## config.mk

```make
export PLATFORM = sky130hd
export DESIGN_NAME = crlf_line_buffer
export DESIGN_NICKNAME = d
export VERILOG_FILES = /design/src/clb_pkg.sv /design/src/clb_store.sv /design/src/clb_ctrl.sv /design/src/crlf_line_buffer.sv
export SDC_FILE = /design/constraint.sdc
export NUM_CORES = 1
export LEC_CHECK = 0
export BUFFER_PORTS_ARGS = -buffer_cell sky130_fd_sc_hd__buf_2
export CAP_MARGIN = 20
export CORE_AREA = 2 2 189 229
export DETAILED_ROUTE_END_ITERATION = 16
export DIE_AREA = 0 0 191 231
export PLACE_DENSITY = 0.71
export SYNTH_ARGS = -nofsm -noshare
export SYNTH_HDL_FRONTEND = slang
export SYNTH_HIERARCHICAL = 1
export SYNTH_SLANG_ARGS = --single-unit
```

## constraint.sdc

```tcl
create_clock -name clk -period 7 [get_ports clk]
set_input_delay 1.4 -clock clk [delete_from_list [all_inputs] [get_ports clk]]
set_output_delay 1.4 -clock clk [all_outputs]
set_load 0.02 [all_outputs]
```

## src/clb_pkg.sv

```systemverilog
// ----------------------------------------------------------------------------
// clb_pkg
// Types, codes and sizes shared by the CR LF line buffer.
// ----------------------------------------------------------------------------
package clb_pkg;

  // Store geometry and counter widths
  localparam int BUF_DEPTH = 64;
  localparam int ADDR_W    = $clog2(BUF_DEPTH);
  localparam int CNT_W     = $clog2(BUF_DEPTH + 1);
  localparam int CAP_W     = 7;
  localparam int CMP_W     = (CNT_W > CAP_W) ? CNT_W : CAP_W;

  localparam logic [CAP_W-1:0] CAP_RESET = 7'd64;
  localparam logic [CAP_W-1:0] CAP_MIN   = 7'd2;
  localparam logic [5:0]       LEN_MAX   = 6'd63;

  // Operation codes
  localparam logic [1:0] OP_PUSH    = 2'd0;
  localparam logic [1:0] OP_READ    = 2'd1;
  localparam logic [1:0] OP_RELEASE = 2'd2;
  localparam logic [1:0] OP_NOP     = 2'd3;

  // Push status codes
  localparam logic [1:0] ST_NONE     = 2'd0;
  localparam logic [1:0] ST_TOO_LONG = 2'd1;
  localparam logic [1:0] ST_COMPLETE = 2'd2;

  localparam logic [7:0] CH_CR = 8'h0D;
  localparam logic [7:0] CH_LF = 8'h0A;

  typedef struct packed {
    logic [1:0] operation;
    logic [7:0] byte_in;
    logic [5:0] read_index;
  } in_item_t;

  typedef struct packed {
    logic [1:0] status;
    logic       line_ready;
    logic [5:0] line_length;
    logic [7:0] read_data;
    logic       read_valid;
  } out_item_t;

  // Store access for one accepted item
  typedef struct packed {
    logic              we;
    logic [ADDR_W-1:0] waddr;
    logic [7:0]        wdata;
    logic              re;
    logic [ADDR_W-1:0] raddr;
  } mem_cmd_t;

  // Result fields known at accept time; rd_sel picks the store byte
  typedef struct packed {
    logic [1:0] status;
    logic       line_ready;
    logic [5:0] line_length;
    logic       read_valid;
    logic       rd_sel;
  } meta_t;

endpackage

```

## src/clb_store.sv

```systemverilog
// ----------------------------------------------------------------------------
// clb_store
// Line store: one write port, one read port with registered read data.
// ----------------------------------------------------------------------------
module clb_store
  import clb_pkg::*;
(
  input  logic     clk,
  input  mem_cmd_t cmd,
  output logic [7:0] rd_data
);

  logic [7:0] mem [BUF_DEPTH];

  // Write and registered read; read data holds while re is low
  always_ff @(posedge clk) begin
    if (cmd.we) begin
      mem[cmd.waddr] <= cmd.wdata;
    end
    if (cmd.re) begin
      rd_data <= mem[cmd.raddr];
    end
  end

endmodule

```

## src/clb_ctrl.sv

```systemverilog
// ----------------------------------------------------------------------------
// clb_ctrl
// Line state: fill count, CR tracking, discard mode and held flag.
// Issues the store access and the result fields for each accepted item.
// ----------------------------------------------------------------------------
module clb_ctrl
  import clb_pkg::*;
(
  input  logic             clk,
  input  logic             rst,
  input  logic             accept,
  input  in_item_t         item,
  input  logic [CAP_W-1:0] capacity,
  output mem_cmd_t         cmd,
  output meta_t            meta
);

  logic [CNT_W-1:0] fill_length, fill_length_next;
  logic discarding, discarding_next;
  logic prev_cr_in_discard, prev_cr_in_discard_next;
  logic last_was_cr, last_was_cr_next;
  logic line_held, line_held_next;

  logic [CMP_W-1:0] cap_ext, eff_cap, fill_ext, idx_ext;
  logic             is_cr, is_lf, ended, overflow;
  logic [1:0]       status;

  assign is_cr    = (item.byte_in == CH_CR);
  assign is_lf    = (item.byte_in == CH_LF);
  assign fill_ext = CMP_W'(fill_length);
  assign idx_ext  = CMP_W'(item.read_index);

  // Capacity clamped into [2, depth]
  always_comb begin
    cap_ext = CMP_W'(capacity);
    if (cap_ext < CMP_W'(CAP_MIN)) begin
      eff_cap = CMP_W'(CAP_MIN);
    end else if (cap_ext > CMP_W'(BUF_DEPTH)) begin
      eff_cap = CMP_W'(BUF_DEPTH);
    end else begin
      eff_cap = cap_ext;
    end
  end

  assign overflow = ((fill_ext + CMP_W'(1)) >= eff_cap);

  // Next state, store access and result fields seen after the operation
  always_comb begin
    fill_length_next        = fill_length;
    discarding_next         = discarding;
    prev_cr_in_discard_next = prev_cr_in_discard;
    last_was_cr_next        = last_was_cr;
    line_held_next          = line_held;
    status                  = ST_NONE;
    ended                   = 1'b0;
    cmd.we                  = 1'b0;
    cmd.waddr               = ADDR_W'(fill_length);
    cmd.wdata               = item.byte_in;
    cmd.re                  = 1'b0;
    cmd.raddr               = ADDR_W'(item.read_index);
    meta.read_valid         = 1'b0;
    meta.rd_sel             = 1'b0;

    if (accept) begin
      case (item.operation)
        OP_PUSH: begin
          if (line_held) begin
            // held line: push ignored
          end else if (discarding) begin
            ended                   = prev_cr_in_discard && is_lf;
            prev_cr_in_discard_next = is_cr && !ended;
            discarding_next         = !ended;
          end else if (overflow) begin
            // drop partial line; a closing LF ends it right here
            ended                   = is_lf && (fill_length != '0) && last_was_cr;
            fill_length_next        = '0;
            last_was_cr_next        = 1'b0;
            discarding_next         = !ended;
            prev_cr_in_discard_next = !ended && is_cr;
            status                  = ST_TOO_LONG;
          end else begin
            ended            = (fill_length != '0) && last_was_cr && is_lf;
            cmd.we           = 1'b1;
            fill_length_next = fill_length + CNT_W'(1);
            last_was_cr_next = is_cr;
            if (ended) begin
              line_held_next = 1'b1;
              status         = ST_COMPLETE;
            end
          end
        end
        OP_READ: begin
          cmd.re          = 1'b1;
          meta.read_valid = line_held;
          meta.rd_sel     = line_held && (idx_ext < fill_ext) &&
                            (idx_ext < CMP_W'(BUF_DEPTH));
        end
        OP_RELEASE: begin
          fill_length_next        = '0;
          discarding_next         = 1'b0;
          prev_cr_in_discard_next = 1'b0;
          last_was_cr_next        = 1'b0;
          line_held_next          = 1'b0;
        end
        OP_NOP: begin
        end
        default: begin
        end
      endcase
    end

    meta.status      = status;
    meta.line_ready  = line_held_next;
    meta.line_length = '0;
    if (line_held_next) begin
      meta.line_length = (CMP_W'(fill_length_next) > CMP_W'(LEN_MAX)) ?
                         LEN_MAX : 6'(fill_length_next);
    end
  end

  always_ff @(posedge clk) begin
    if (rst) begin
      fill_length        <= '0;
      discarding         <= 1'b0;
      prev_cr_in_discard <= 1'b0;
      last_was_cr        <= 1'b0;
      line_held          <= 1'b0;
    end else begin
      fill_length        <= fill_length_next;
      discarding         <= discarding_next;
      prev_cr_in_discard <= prev_cr_in_discard_next;
      last_was_cr        <= last_was_cr_next;
      line_held          <= line_held_next;
    end
  end

endmodule

```

## src/crlf_line_buffer.sv

```systemverilog
// ----------------------------------------------------------------------------
// crlf_line_buffer
// Collects bytes into a line store until CR LF, holds the line for reads
// until released.
// ----------------------------------------------------------------------------
//  channel | direction | handshake             | payload
//  in      | input     | in_valid / in_ready   | in_data  (in_item_t)
//  out     | output    | out_valid / out_ready | out_data (out_item_t)
//  cfg     | input     | cfg_valid / cfg_ready | cfg_data (capacity)
//
// One item per cycle unless the output stalls; each item's result passes
// through the store read stage, then the output register.
// The single port pair sets the rate: at most one write or one read per item.
// Reset clears the line state and sets capacity to 64; the store holds no
// reset value and needs no clearing pass.
// With the output stalled, one more item is taken into the read stage before
// in_ready drops. cfg_ready is always high.
// ----------------------------------------------------------------------------
module crlf_line_buffer
  import clb_pkg::*;
(
  input  logic             clk,
  input  logic             rst,
  input  logic             in_valid,
  output logic             in_ready,
  input  in_item_t         in_data,
  output logic             out_valid,
  input  logic             out_ready,
  output out_item_t        out_data,
  input  logic             cfg_valid,
  output logic             cfg_ready,
  input  logic [CAP_W-1:0] cfg_data
);

  logic [CAP_W-1:0] capacity;
  logic             accept, s1_valid, s1_adv;
  meta_t            meta, s1_meta;
  mem_cmd_t         cmd;
  logic [7:0]       rd_data;

  assign cfg_ready = 1'b1;

  // Capacity register
  always_ff @(posedge clk) begin
    if (rst) begin
      capacity <= CAP_RESET;
    end else if (cfg_valid) begin
      capacity <= cfg_data;
    end
  end

  // Handshake: read stage frees when it moves to the output register
  assign s1_adv   = s1_valid && (!out_valid || out_ready);
  assign in_ready = !s1_valid || s1_adv;
  assign accept   = in_valid && in_ready;

  clb_ctrl u_ctrl (
    .clk      (clk),
    .rst      (rst),
    .accept   (accept),
    .item     (in_data),
    .capacity (capacity),
    .cmd      (cmd),
    .meta     (meta)
  );

  clb_store u_store (
    .clk     (clk),
    .cmd     (cmd),
    .rd_data (rd_data)
  );

  // Read stage, aligned with the store's read data
  always_ff @(posedge clk) begin
    if (rst) begin
      s1_valid <= 1'b0;
    end else if (accept) begin
      s1_valid <= 1'b1;
    end else if (s1_adv) begin
      s1_valid <= 1'b0;
    end
  end

  always_ff @(posedge clk) begin
    if (accept) begin
      s1_meta <= meta;
    end
  end

  // Output register
  always_ff @(posedge clk) begin
    if (rst) begin
      out_valid <= 1'b0;
    end else if (s1_adv) begin
      out_valid <= 1'b1;
    end else if (out_ready) begin
      out_valid <= 1'b0;
    end
  end

  always_ff @(posedge clk) begin
    if (s1_adv) begin
      out_data.status      <= s1_meta.status;
      out_data.line_ready  <= s1_meta.line_ready;
      out_data.line_length <= s1_meta.line_length;
      out_data.read_valid  <= s1_meta.read_valid;
      out_data.read_data   <= s1_meta.rd_sel ? rd_data : 8'd0;
    end
  end

endmodule

```

== Yosys cells after proc, flatten, opt, wreduce, memory -nomap -nowiden ==
Memories as Yosys holds them, arrays and structs flattened. A register that Yosys moved wholly into a read port is not among the register bits.
Index checks and enable logic that the tools add are counted.

* Register bits: 49
* Bits in writable memories: 512
* Input port bits: 28
* Output and inout bits: 21
* Word-level logic and storage cells: 103
* Memories: 1

* Add/subtract/negate cells: 1
* Order comparisons: 6
* Equal/unequal tests: 7
* Multiplexer cells: 41
* Bitwise operators: 1
* Reductions and logical operators: 27

{| class="wikitable"
|+ Memories
! name !! words !! width !! rd ports !! clocked after memory_dff !! wr ports !! line !! text
|-
| u_store.mem || 64 || 8 || 1 || 1 || 1 || clb_store.sv:13 || <nowiki>logic [7:0] mem [BUF_DEPTH];</nowiki>
|}

{| class="wikitable"
|+ Operators with widths
! kind !! count
|-
| $mux W7 || 6
|-
| $mux W1 || 28
|-
| $eq A8 B4 Y1 const B || 2
|-
| $pmux W7 S2 || 1
|-
| $logic_and A1 B1 Y1 || 11
|-
| $pmux W1 S2 || 4
|-
| $reduce_and A4 Y1 || 2
|-
| $add A7 B1 Y7 const B || 1
|-
| $ge A7 B7 Y1 || 1
|-
| $gt A7 B6 Y1 const B || 1
|-
| $gt A7 B7 Y1 const B || 1
|-
| $lt A6 B7 Y1 || 1
|-
| $lt A6 B7 Y1 const B || 1
|-
| $lt A7 B2 Y1 const B || 1
|-
| $reduce_bool A7 Y1 || 1
|-
| $mux W6 || 1
|-
| $reduce_bool A2 Y1 || 3
|-
| $logic_not A1 Y1 || 4
|-
| $ne A2 B2 Y1 const B || 2
|-
| $reduce_or A4 Y1 || 1
|-
| $ne A3 B1 Y1 const B || 1
|-
| $reduce_and A3 Y1 || 1
|-
| $reduce_or A3 Y1 || 1
|-
| $eq A2 B1 Y1 const B || 1
|-
| other kinds (5) || 6
|}

== Depth between registers and ports, before layout ==
Gate-level depths: netlist of the first run.

* Depth after elaboration: 11
* Depth in mapped cells: 13
* Gate-level depth less buffers: 12

== By module ==
Netlist of the first run, hierarchy kept.

{| class="wikitable"
|+ Modules (own cells, without submodules)
! module !! instances !! cells each !! area an instance (um^2) !! sequential area each (um^2)
|-
| clb_store || 1 || 940 || 20246.9 || 15615.0
|-
| clb_ctrl || 1 || 163 || 1283.7 || 220.2
|-
| crlf_line_buffer || 1 || 72 || 1272.5 || 1051.0
|}

== Worst setup path after synthesis of the first run ==
No wires, ideal clock.

* Path type: input-to-reg
* From: input port out_ready
* To: memory u_store.mem[62][0], enable pin
* Setup time: 0.370 ns
* Arrival time: 3.486 ns
* Data required time: 6.630 ns
* Path slack: 3.144 ns
* Cell stages on the path: 7
* Path buffers: 0
* Cell sequence: nand3b_1 and2_1 nand3_1 nor2_4 nor2b_1 nand3_1 nor2_1

{| class="wikitable"
|+ RTL lines
! element !! line !! text
|-
| from (decl) || crlf_line_buffer.sv:28 || <nowiki>input logic out_ready,</nowiki>
|-
| to (decl) || clb_store.sv:13 ||
|}

==> impl_metrics.csv, run 1 <==
group,metric,value,unit
run_status,status,"finished clean",
place,port_buffers,47,
timing,maxSlewHeadroom,23.1,%
power_and_ir_drop,ir_worst_vdd,0.000170,V
floorplanning,die_w,191,microns
logic_synthesis,syn_area,22800,sq um
finish,final_nets,1256,
timing,rsz0062_at_grt,"no",
global_routing,grt_antenna_before_repair,0,
drt,drt_wl_total,48.7,mm
timing,worst_slack,2.07,ns
timing,setup_violations,0,
logic_synthesis,synthFlopType,"edfxtp_1",
finish,instances_no_fill,1806,
global_routing,busiest_layer,"met2",
cts,cts.clk_slew.worst_paths,0.06,ns
logic_synthesis,ys_top_cells_by_area,"edfxtp_1 72%, mux4_2 12%, dfxtp_1 1.8%",
critical_path,path_class,"reg -> reg",
drt,wl_per_cell,27.0,microns
drt,postRouteAntennaNets,0,
place,place_congestion,0.890,
place,dp_slack,2.25,ns
power_and_ir_drop,power_density,275,nW/um^2
cts,cts_sinks,569,
logic_synthesis,ys_seq_area_share,74.1,%
critical_path,worst-endpoint-arrival,5.13,ns
critical_path,reg2reg_slack,2.07,ns
floorplanning,die_area,44100,sq um
drt,drt_iter0_drc,1227,
global_routing,grt_max_degree,84,
cts,insertion_delay,0.59,ns
cts,cts_tree,"done",
logic_synthesis,ys_ff_latch,569,
critical_path,cp-end-kind,"flop",
timing,min_period,4.93,ns
finish,drive_gt1_share,23.6,%
logic_synthesis,yosysWarnings,6,
drt,via_count,11418,
cts,postCtsHoldBufs,0,
finish,area_growth,9.90,%
global_routing,overflow,0,
drt,firstDrtPassIters,6,
global_routing,grt_pass1_wl,72.3,mm
timing,hold_viol_final,0,
cts,clock_path_buffers,3,
critical_path,critPathRequiredTime,7.21,ns
logic_synthesis,synth_top_area_share,72.3,%
timing,tns,0,ns
logic_synthesis,post_synth.cell_area_avg,19.4,sq um
logic_synthesis,synth_nets,1217,
global_routing,globalRouteMet1Util,30.7,%
critical_path,crit_start,"u_ctrl/fill_ext[2]$_SDFF_PP0_",
drt,drc,0,
place,dp.cells,1712,
logic_synthesis,synth-async-reset-ratio,0,%
cts,ctsResizeCount,0,
floorplanning,core_area,42100,sq um
global_routing,gr-usage-met3,3.10,%
cts,cts_setup_buffers,0,
power_and_ir_drop,p_leak,7.92,nW
min_path,hold_class,"reg -> reg",
floorplanning,initial_core_util,54.2,%
timing,slew_violations,0,
global_routing,grtUsageTotal,22.5,%
cts,htreeDepth,2,
logic_synthesis,synth.most_common_cell,"edfxtp_1",
critical_path,critical_path.max_fanout,18,
timing,max_freq,203,MHz
timing,fin_worst_skew,0.0206,ns
floorplanning,row_count,83,
logic_synthesis,yosysTopAreaCell,"edfxtp_1",
cts,cts_root_buffer,"clkbuf_16",
global_routing,use_met2,37.8,%
critical_path,start_kind,"flop",
logic_synthesis,syn_inst,1175,
place,hpwl,29.6,mm
logic_synthesis,synth_edf_count,549,
timing,fin_crit_sh,70.4,%
cts,cts_buffers,52,
logic_synthesis,synth_common_cells,"549 x edfxtp_1, 126 x mux4_2, 106 x nor2_1",
run,cap_violations,0,
finish,fillers,2986,
floorplanning,die_y,231,microns
critical_path,ff2ff_path_depth,12,
critical_path,reg2reg_to,"u_store/mem[62][1]$_DFFE_PP_",
global_routing,grt_pass1_vias,11179,
critical_path,cp-endpoint,"u_store/mem[62][1]$_DFFE_PP_",
floorplanning,ios,49,
critical_path,r2r-start,"u_ctrl/fill_ext[2]$_SDFF_PP0_",
logic_synthesis,ys_types,65,
drt,via_per_inst,6.32,
finish,num_antenna_cells,0,
timing,worst_pin_slew,1.12,ns
[power breakdown]
part / total, mW / internal (mW) / switching, mW
clock: 2.82 / 1.59 / 1.23
combinational: 0.323 / 0.120 / 0.203
sequential: 3.75 / 3.75 / 0.00827
total: 6.90 / 5.46 / 1.44
[critical path, cell delays in order, from the launching register on]
cell and delay (ns):
dfxtp_1 0.77, inv_1 0.21, nor3_1 0.21, nand3_1 0.11, xnor2_1 0.26, ha_1 0.29
a21o_1 0.18, a21oi_1 0.32, o21ai_4 0.20, nor2_4 0.35, nor2b_1 0.34, nand3_1 0.51
nor2_1 0.80
[final cells by class]
cell class	count	area [sq um]	area share, %
Sequential cell	569	16900	67.4
Multi-Input combinational cell	512	5360	21.4
Clock buffer	65	1380	5.51
Tap cell	552	691	2.76
Timing Repair Buffer	63	369	1.47
Clock inverter	29	320	1.28
Inverter	16	60.1	0.240
[layout by cell type (no fill, tap or decap), drive strengths merged, types with 6 or more instances in the layout]
master / synthesis / layout
o22ai: 9 / 9
dfxtp: 20 / 20
and2: 12 / 12
clkbuf: 18 / 66
buf: 60 / 62
o21ai: 13 / 13
ha: 14 / 14
nand2: 29 / 29
mux2i: 30 / 30
edfxtp: 549 / 549
a22oi: 7 / 7
a221oi: 6 / 6
nor3: 11 / 11
a21oi: 17 / 17
nand2b: 11 / 11
inv: 16 / 19
mux4: 126 / 126
nand3: 19 / 19
o221ai: 9 / 9
nor2: 107 / 107
nor2b: 17 / 17
clkinv: 0 / 16
mux2: 13 / 13
[through the flow]
step                power, mW  hold WS (ns)  area (sq um)  utilization [%]
global placement         4.15         0.400         23400             55.5
CTS                      6.95         0.419         25100             59.6
global route             7.09         0.435         25100             59.6
finish                   6.90         0.419         25100             59.6
floorplan                4.05         0.400         22800                -
detailed placement       4.15         0.405         23400             55.5
[state kept, by name, summed over array words and instances, names as in the netlist]
register                   cells
u_ctrl/discarding              1
s1_meta                       11
u_ctrl/fill_ext                7
out_valid                      1
u_store/mem                  512
s1_valid                       1
u_ctrl/prev_cr_in_discard      1
u_ctrl/last_was_cr             1
capacity                       7
u_ctrl/line_held               1
out_data                      18
u_store/rd_data                8
[worst min-delay path by stage]
stage                         startpoint                      to  depth (start not counted)
detailed placement  s1_meta[3]$_DFFE_PP_  out_data[10]$_DFFE_PP_                          0
finish              s1_meta[2]$_DFFE_PP_   out_data[9]$_DFFE_PP_                          0
global placement    s1_meta[5]$_DFFE_PP_  out_data[12]$_DFFE_PP_                          0
CTS                 s1_meta[2]$_DFFE_PP_   out_data[9]$_DFFE_PP_                          0
global route        s1_meta[5]$_DFFE_PP_  out_data[12]$_DFFE_PP_                          0
floorplan           s1_meta[1]$_DFFE_PP_   out_data[0]$_DFFE_PP_                          0
[metal layers]
layer,vias up,routed length [microns]
met3,103,3520
met2,543,24500
met1,5951,19100
li1,4821,-
met4,0,1620
met5,-,0
[logic make-up after synthesis]
group	after synthesis	share of synthesized area [%]
AND/OR/NAND/NOR	227	4.80
buffers and inverters	94	2.51
multiplexers	169	14.4
flip-flops	569	74.1
adder cells (fa/ha/maj)	14	0.768
XOR/XNOR	5	0.192
AO/OA/AOI/OAI	96	3.26
other	1	0.0164
(Power assumes the default switching activity.)
==> run 2: changes to the inputs <==
--- a/config.mk
+++ b/config.mk
@@ -5,11 +5,12 @@
 export SDC_FILE = /design/constraint.sdc
 export NUM_CORES = 1
 export LEC_CHECK = 0
+export ABC_AREA = 1
 export BUFFER_PORTS_ARGS = -buffer_cell sky130_fd_sc_hd__buf_2
 export CAP_MARGIN = 20
-export CORE_AREA = 2 2 189 229
+export CORE_AREA = 2 2 195 235
 export DETAILED_ROUTE_END_ITERATION = 16
-export DIE_AREA = 0 0 191 231
+export DIE_AREA = 0 0 197 237
 export PLACE_DENSITY = 0.71
 export SYNTH_ARGS = -nofsm -noshare
 export SYNTH_HDL_FRONTEND = slang
==> constraint.sdc (replaced) <==
create_clock -name clk -period 5.1 [get_ports clk]
set_input_delay 1.02 -clock clk [delete_from_list [all_inputs] [get_ports clk]]
set_output_delay 1.02 -clock clk [all_outputs]
set_load 0.02 [all_outputs]
==> run 2 against run 1 <==
Net effect: sequential power up 37%; critical path depth up 1; utilization down 0.18 points; non-clock buffer count up 55; cell area up 5.4%; final cell count up 54%; clock skew down 0.0020 ns; largest power group unchanged.
==> impl_metrics.csv, run 2 <==
group,metric,value,unit
logic_synthesis,ys_top_cells_by_area,"edfxtp_1 68%, nand2_1 11%, nand3_1 9.4%",
cts,ctsResizeCount,0,
timing,rsz0062_at_grt,"no",
finish,reg_top3,"u_store/mem x512, out_data x18, s1_meta x11",
timing,worst_slack,1.22,ns
drt,firstDrtPassIters,5,
global_routing,grt_pass1_vias,15688,
critical_path,path_class,"reg -> reg",
timing,worst_pin_slew,1.10,ns
critical_path,cp_top_family,"simple AND/OR/NAND/NOR gates",
logic_synthesis,post_synth.cell_area_avg,11.3,sq um
finish,top_register,"u_store/mem",
logic_synthesis,yosysWarnings,6,
critical_path,critPathMaxStageDelay,0.69,ns
cts,cts_buffers,52,
timing,setup_violations,0,
drt,drt_iter0_drc,1841,
cts,cts_sinks,569,
logic_synthesis,synth_top_area_share,68.3,%
critical_path,cp_slowest_cell,"dfxtp_1",
cts,cts_tree,"done",
global_routing,grtUsageTotal,25.2,%
cts,clock_path_buffers,3,
drt,via_per_inst,5.82,
critical_path,crit_top_cell,"nand2_1",
finish,seqCellArea,16900,sq um
place,dp_slack,1.19,ns
timing,maxSlewHeadroom,26.3,%
logic_synthesis,synth_edf_count,549,
finish,fillers,3511,
logic_synthesis,synth-async-reset-ratio,0,%
global_routing,grt_antenna_before_repair,0,
finish,instances_no_fill,2773,
drt,drt_wl_total,58.4,mm
global_routing,grt_pass1_wl,88.7,mm
drt,wl_per_cell,21.1,microns
timing,tns,0,ns
cts,cts_setup_buffers,0,
place,place_congestion,0.953,
logic_synthesis,yosysTopAreaCell,"edfxtp_1",
logic_synthesis,syn_area,24100,sq um
floorplanning,initial_core_util,54.3,%
critical_path,path_buf_inv,3,
finish,drive_gt1_share,10.1,%
timing,max_freq,258,MHz
floorplanning,die_area,46700,sq um
critical_path,worst-endpoint-arrival,4.10,ns
cts,cts.clk_slew.worst_paths,0.06,ns
critical_path,start_kind,"flop",
finish,final_common_cell,"nand2_1",
critical_path,critPathRequiredTime,5.32,ns
logic_synthesis,synthFlopType,"edfxtp_1",
power_and_ir_drop,p_leak,9.80,nW
finish,layout_common_cells,"711 x nand2_1, 549 x edfxtp_1, 452 x nand3_1",
cts,htreeDepth,2,
timing,whs,0.421,ns
timing,slew_violations,0,
logic_synthesis,ys_seq_area_share,70.0,%
cts,insertion_delay,0.58,ns
logic_synthesis,synth_common_cells,"711 x nand2_1, 549 x edfxtp_1, 452 x nand3_1",
finish,final_nets,2207,
logic_synthesis,syn_inst,2132,
finish,final_cell_area,26400,sq um
run_status,status,"finished clean",
drt,via_count,16141,
critical_path,reg2reg_slack,1.22,ns
logic_synthesis,ys_types,34,
finish,largest_register_ffs,512,
place,dp.cells,2676,
place,port_buffers,47,
power_and_ir_drop,ir_worst_vdd,0.000256,V
finish,fin_util,59.4,%
timing,fin_crit_sh,76.1,%
finish,multi_input_area,5990,sq um
timing,min_period,3.88,ns
timing,fin_worst_skew,0.0186,ns
logic_synthesis,synth.most_common_cell,"nand2_1",
min_path,hold_class,"reg -> reg",
power_and_ir_drop,power_density,369,nW/um^2
critical_path,cp-end-kind,"flop",
floorplanning,row_count,85,
critical_path,crit_chain,"nand2_1 > nor2_1 > nand2_1 > xor2_1 > ha_1 > nand2_1 > inv_1 > a21oi_2 > nand4_2 > inv_1 > nand4_1 > buf_4 > nor2_1",
floorplanning,ios,49,
drt,postRouteAntennaNets,0,
logic_synthesis,synth_nets,2174,
global_routing,grt_max_degree,98,
place,dpl_cell_area,24600,sq um
place,hpwl,34.8,mm
global_routing,overflow,0,
critical_path,critical_path.max_fanout,17,
drt,drc,0,
floorplanning,core_area,44500,sq um
floorplanning,die_w,197,microns
finish,num_antenna_cells,0,
cts,cts_root_buffer,"clkbuf_16",
cts,postCtsHoldBufs,0,
finish,area_growth,9.42,%
logic_synthesis,ys_ff_latch,569,
floorplanning,die_y,237,microns
power_and_ir_drop,power,9.75,mW
timing,hold_viol_final,0,
run,cap_violations,0,
-- run 2: changes by cell type after synthesis, moves of 10 or more --
cell and delta:
mux4_2 -126, nand2_1 +682, inv_1 +44, nand4_1 +10, buf_6 +31, nand3_1 +433, mux2i_1 -30, mux2_2 -13
nor2b_1 -16, buf_2 +24, nand2b_1 -10
-- run 2: cells by family (layout without fill, tap and decap cells) --
family,count (synthesis),in the layout,synth area share (%)
flops,569,569,70.0
simple gates,1307,1307,23.2
fa+ha+maj,14,14,0.726
xor+xnor,3,3,0.109
compound gates,31,31,0.773
other cells,1,1,0.0155
buf+inv,207,283,5.23
-- run 2: where the power goes --
part	leakage [nW]	total (mW)	internal (mW)	switching, mW
Combinational	3.81	0.580	0.139	0.441
Sequential	5.12	5.15	5.14	0.0105
Clock	0.865	4.02	2.36	1.66
Total	9.80	9.75	7.64	2.11
-- run 2: worst paths after layout --
check                           cells past startpoint                           end                     startpoint
worst max register to register                     13  u_store/mem[13][6]$_DFFE_PP_  u_ctrl/fill_ext[2]$_SDFF_PP0_
worst max-delay path                               13  u_store/mem[13][6]$_DFFE_PP_  u_ctrl/fill_ext[2]$_SDFF_PP0_
worst min-delay path                                0        out_data[11]$_DFFE_PP_           s1_meta[4]$_DFFE_PP_
worst min register to register                      0        out_data[11]$_DFFE_PP_           s1_meta[4]$_DFFE_PP_
-- run 2: layout make-up --
type	instances	share of cell area [%]
Multi-Input combinational cell	1356	22.7
Timing Repair Buffer	118	2.99
Clock inverter	38	1.62
Sequential cell	569	63.9
Clock buffer	59	5.11
Inverter	68	0.995
Tap cell	565	2.68
-- run 2: layer usage --
layer,global-route usage (%),vias up,wire (microns)
met3,3.32,157,4580
met2,43.2,757,29200
met4,11.1,0,2550
met1,32.1,7797,22100
li1,-,7430,-
met5,0,-,0
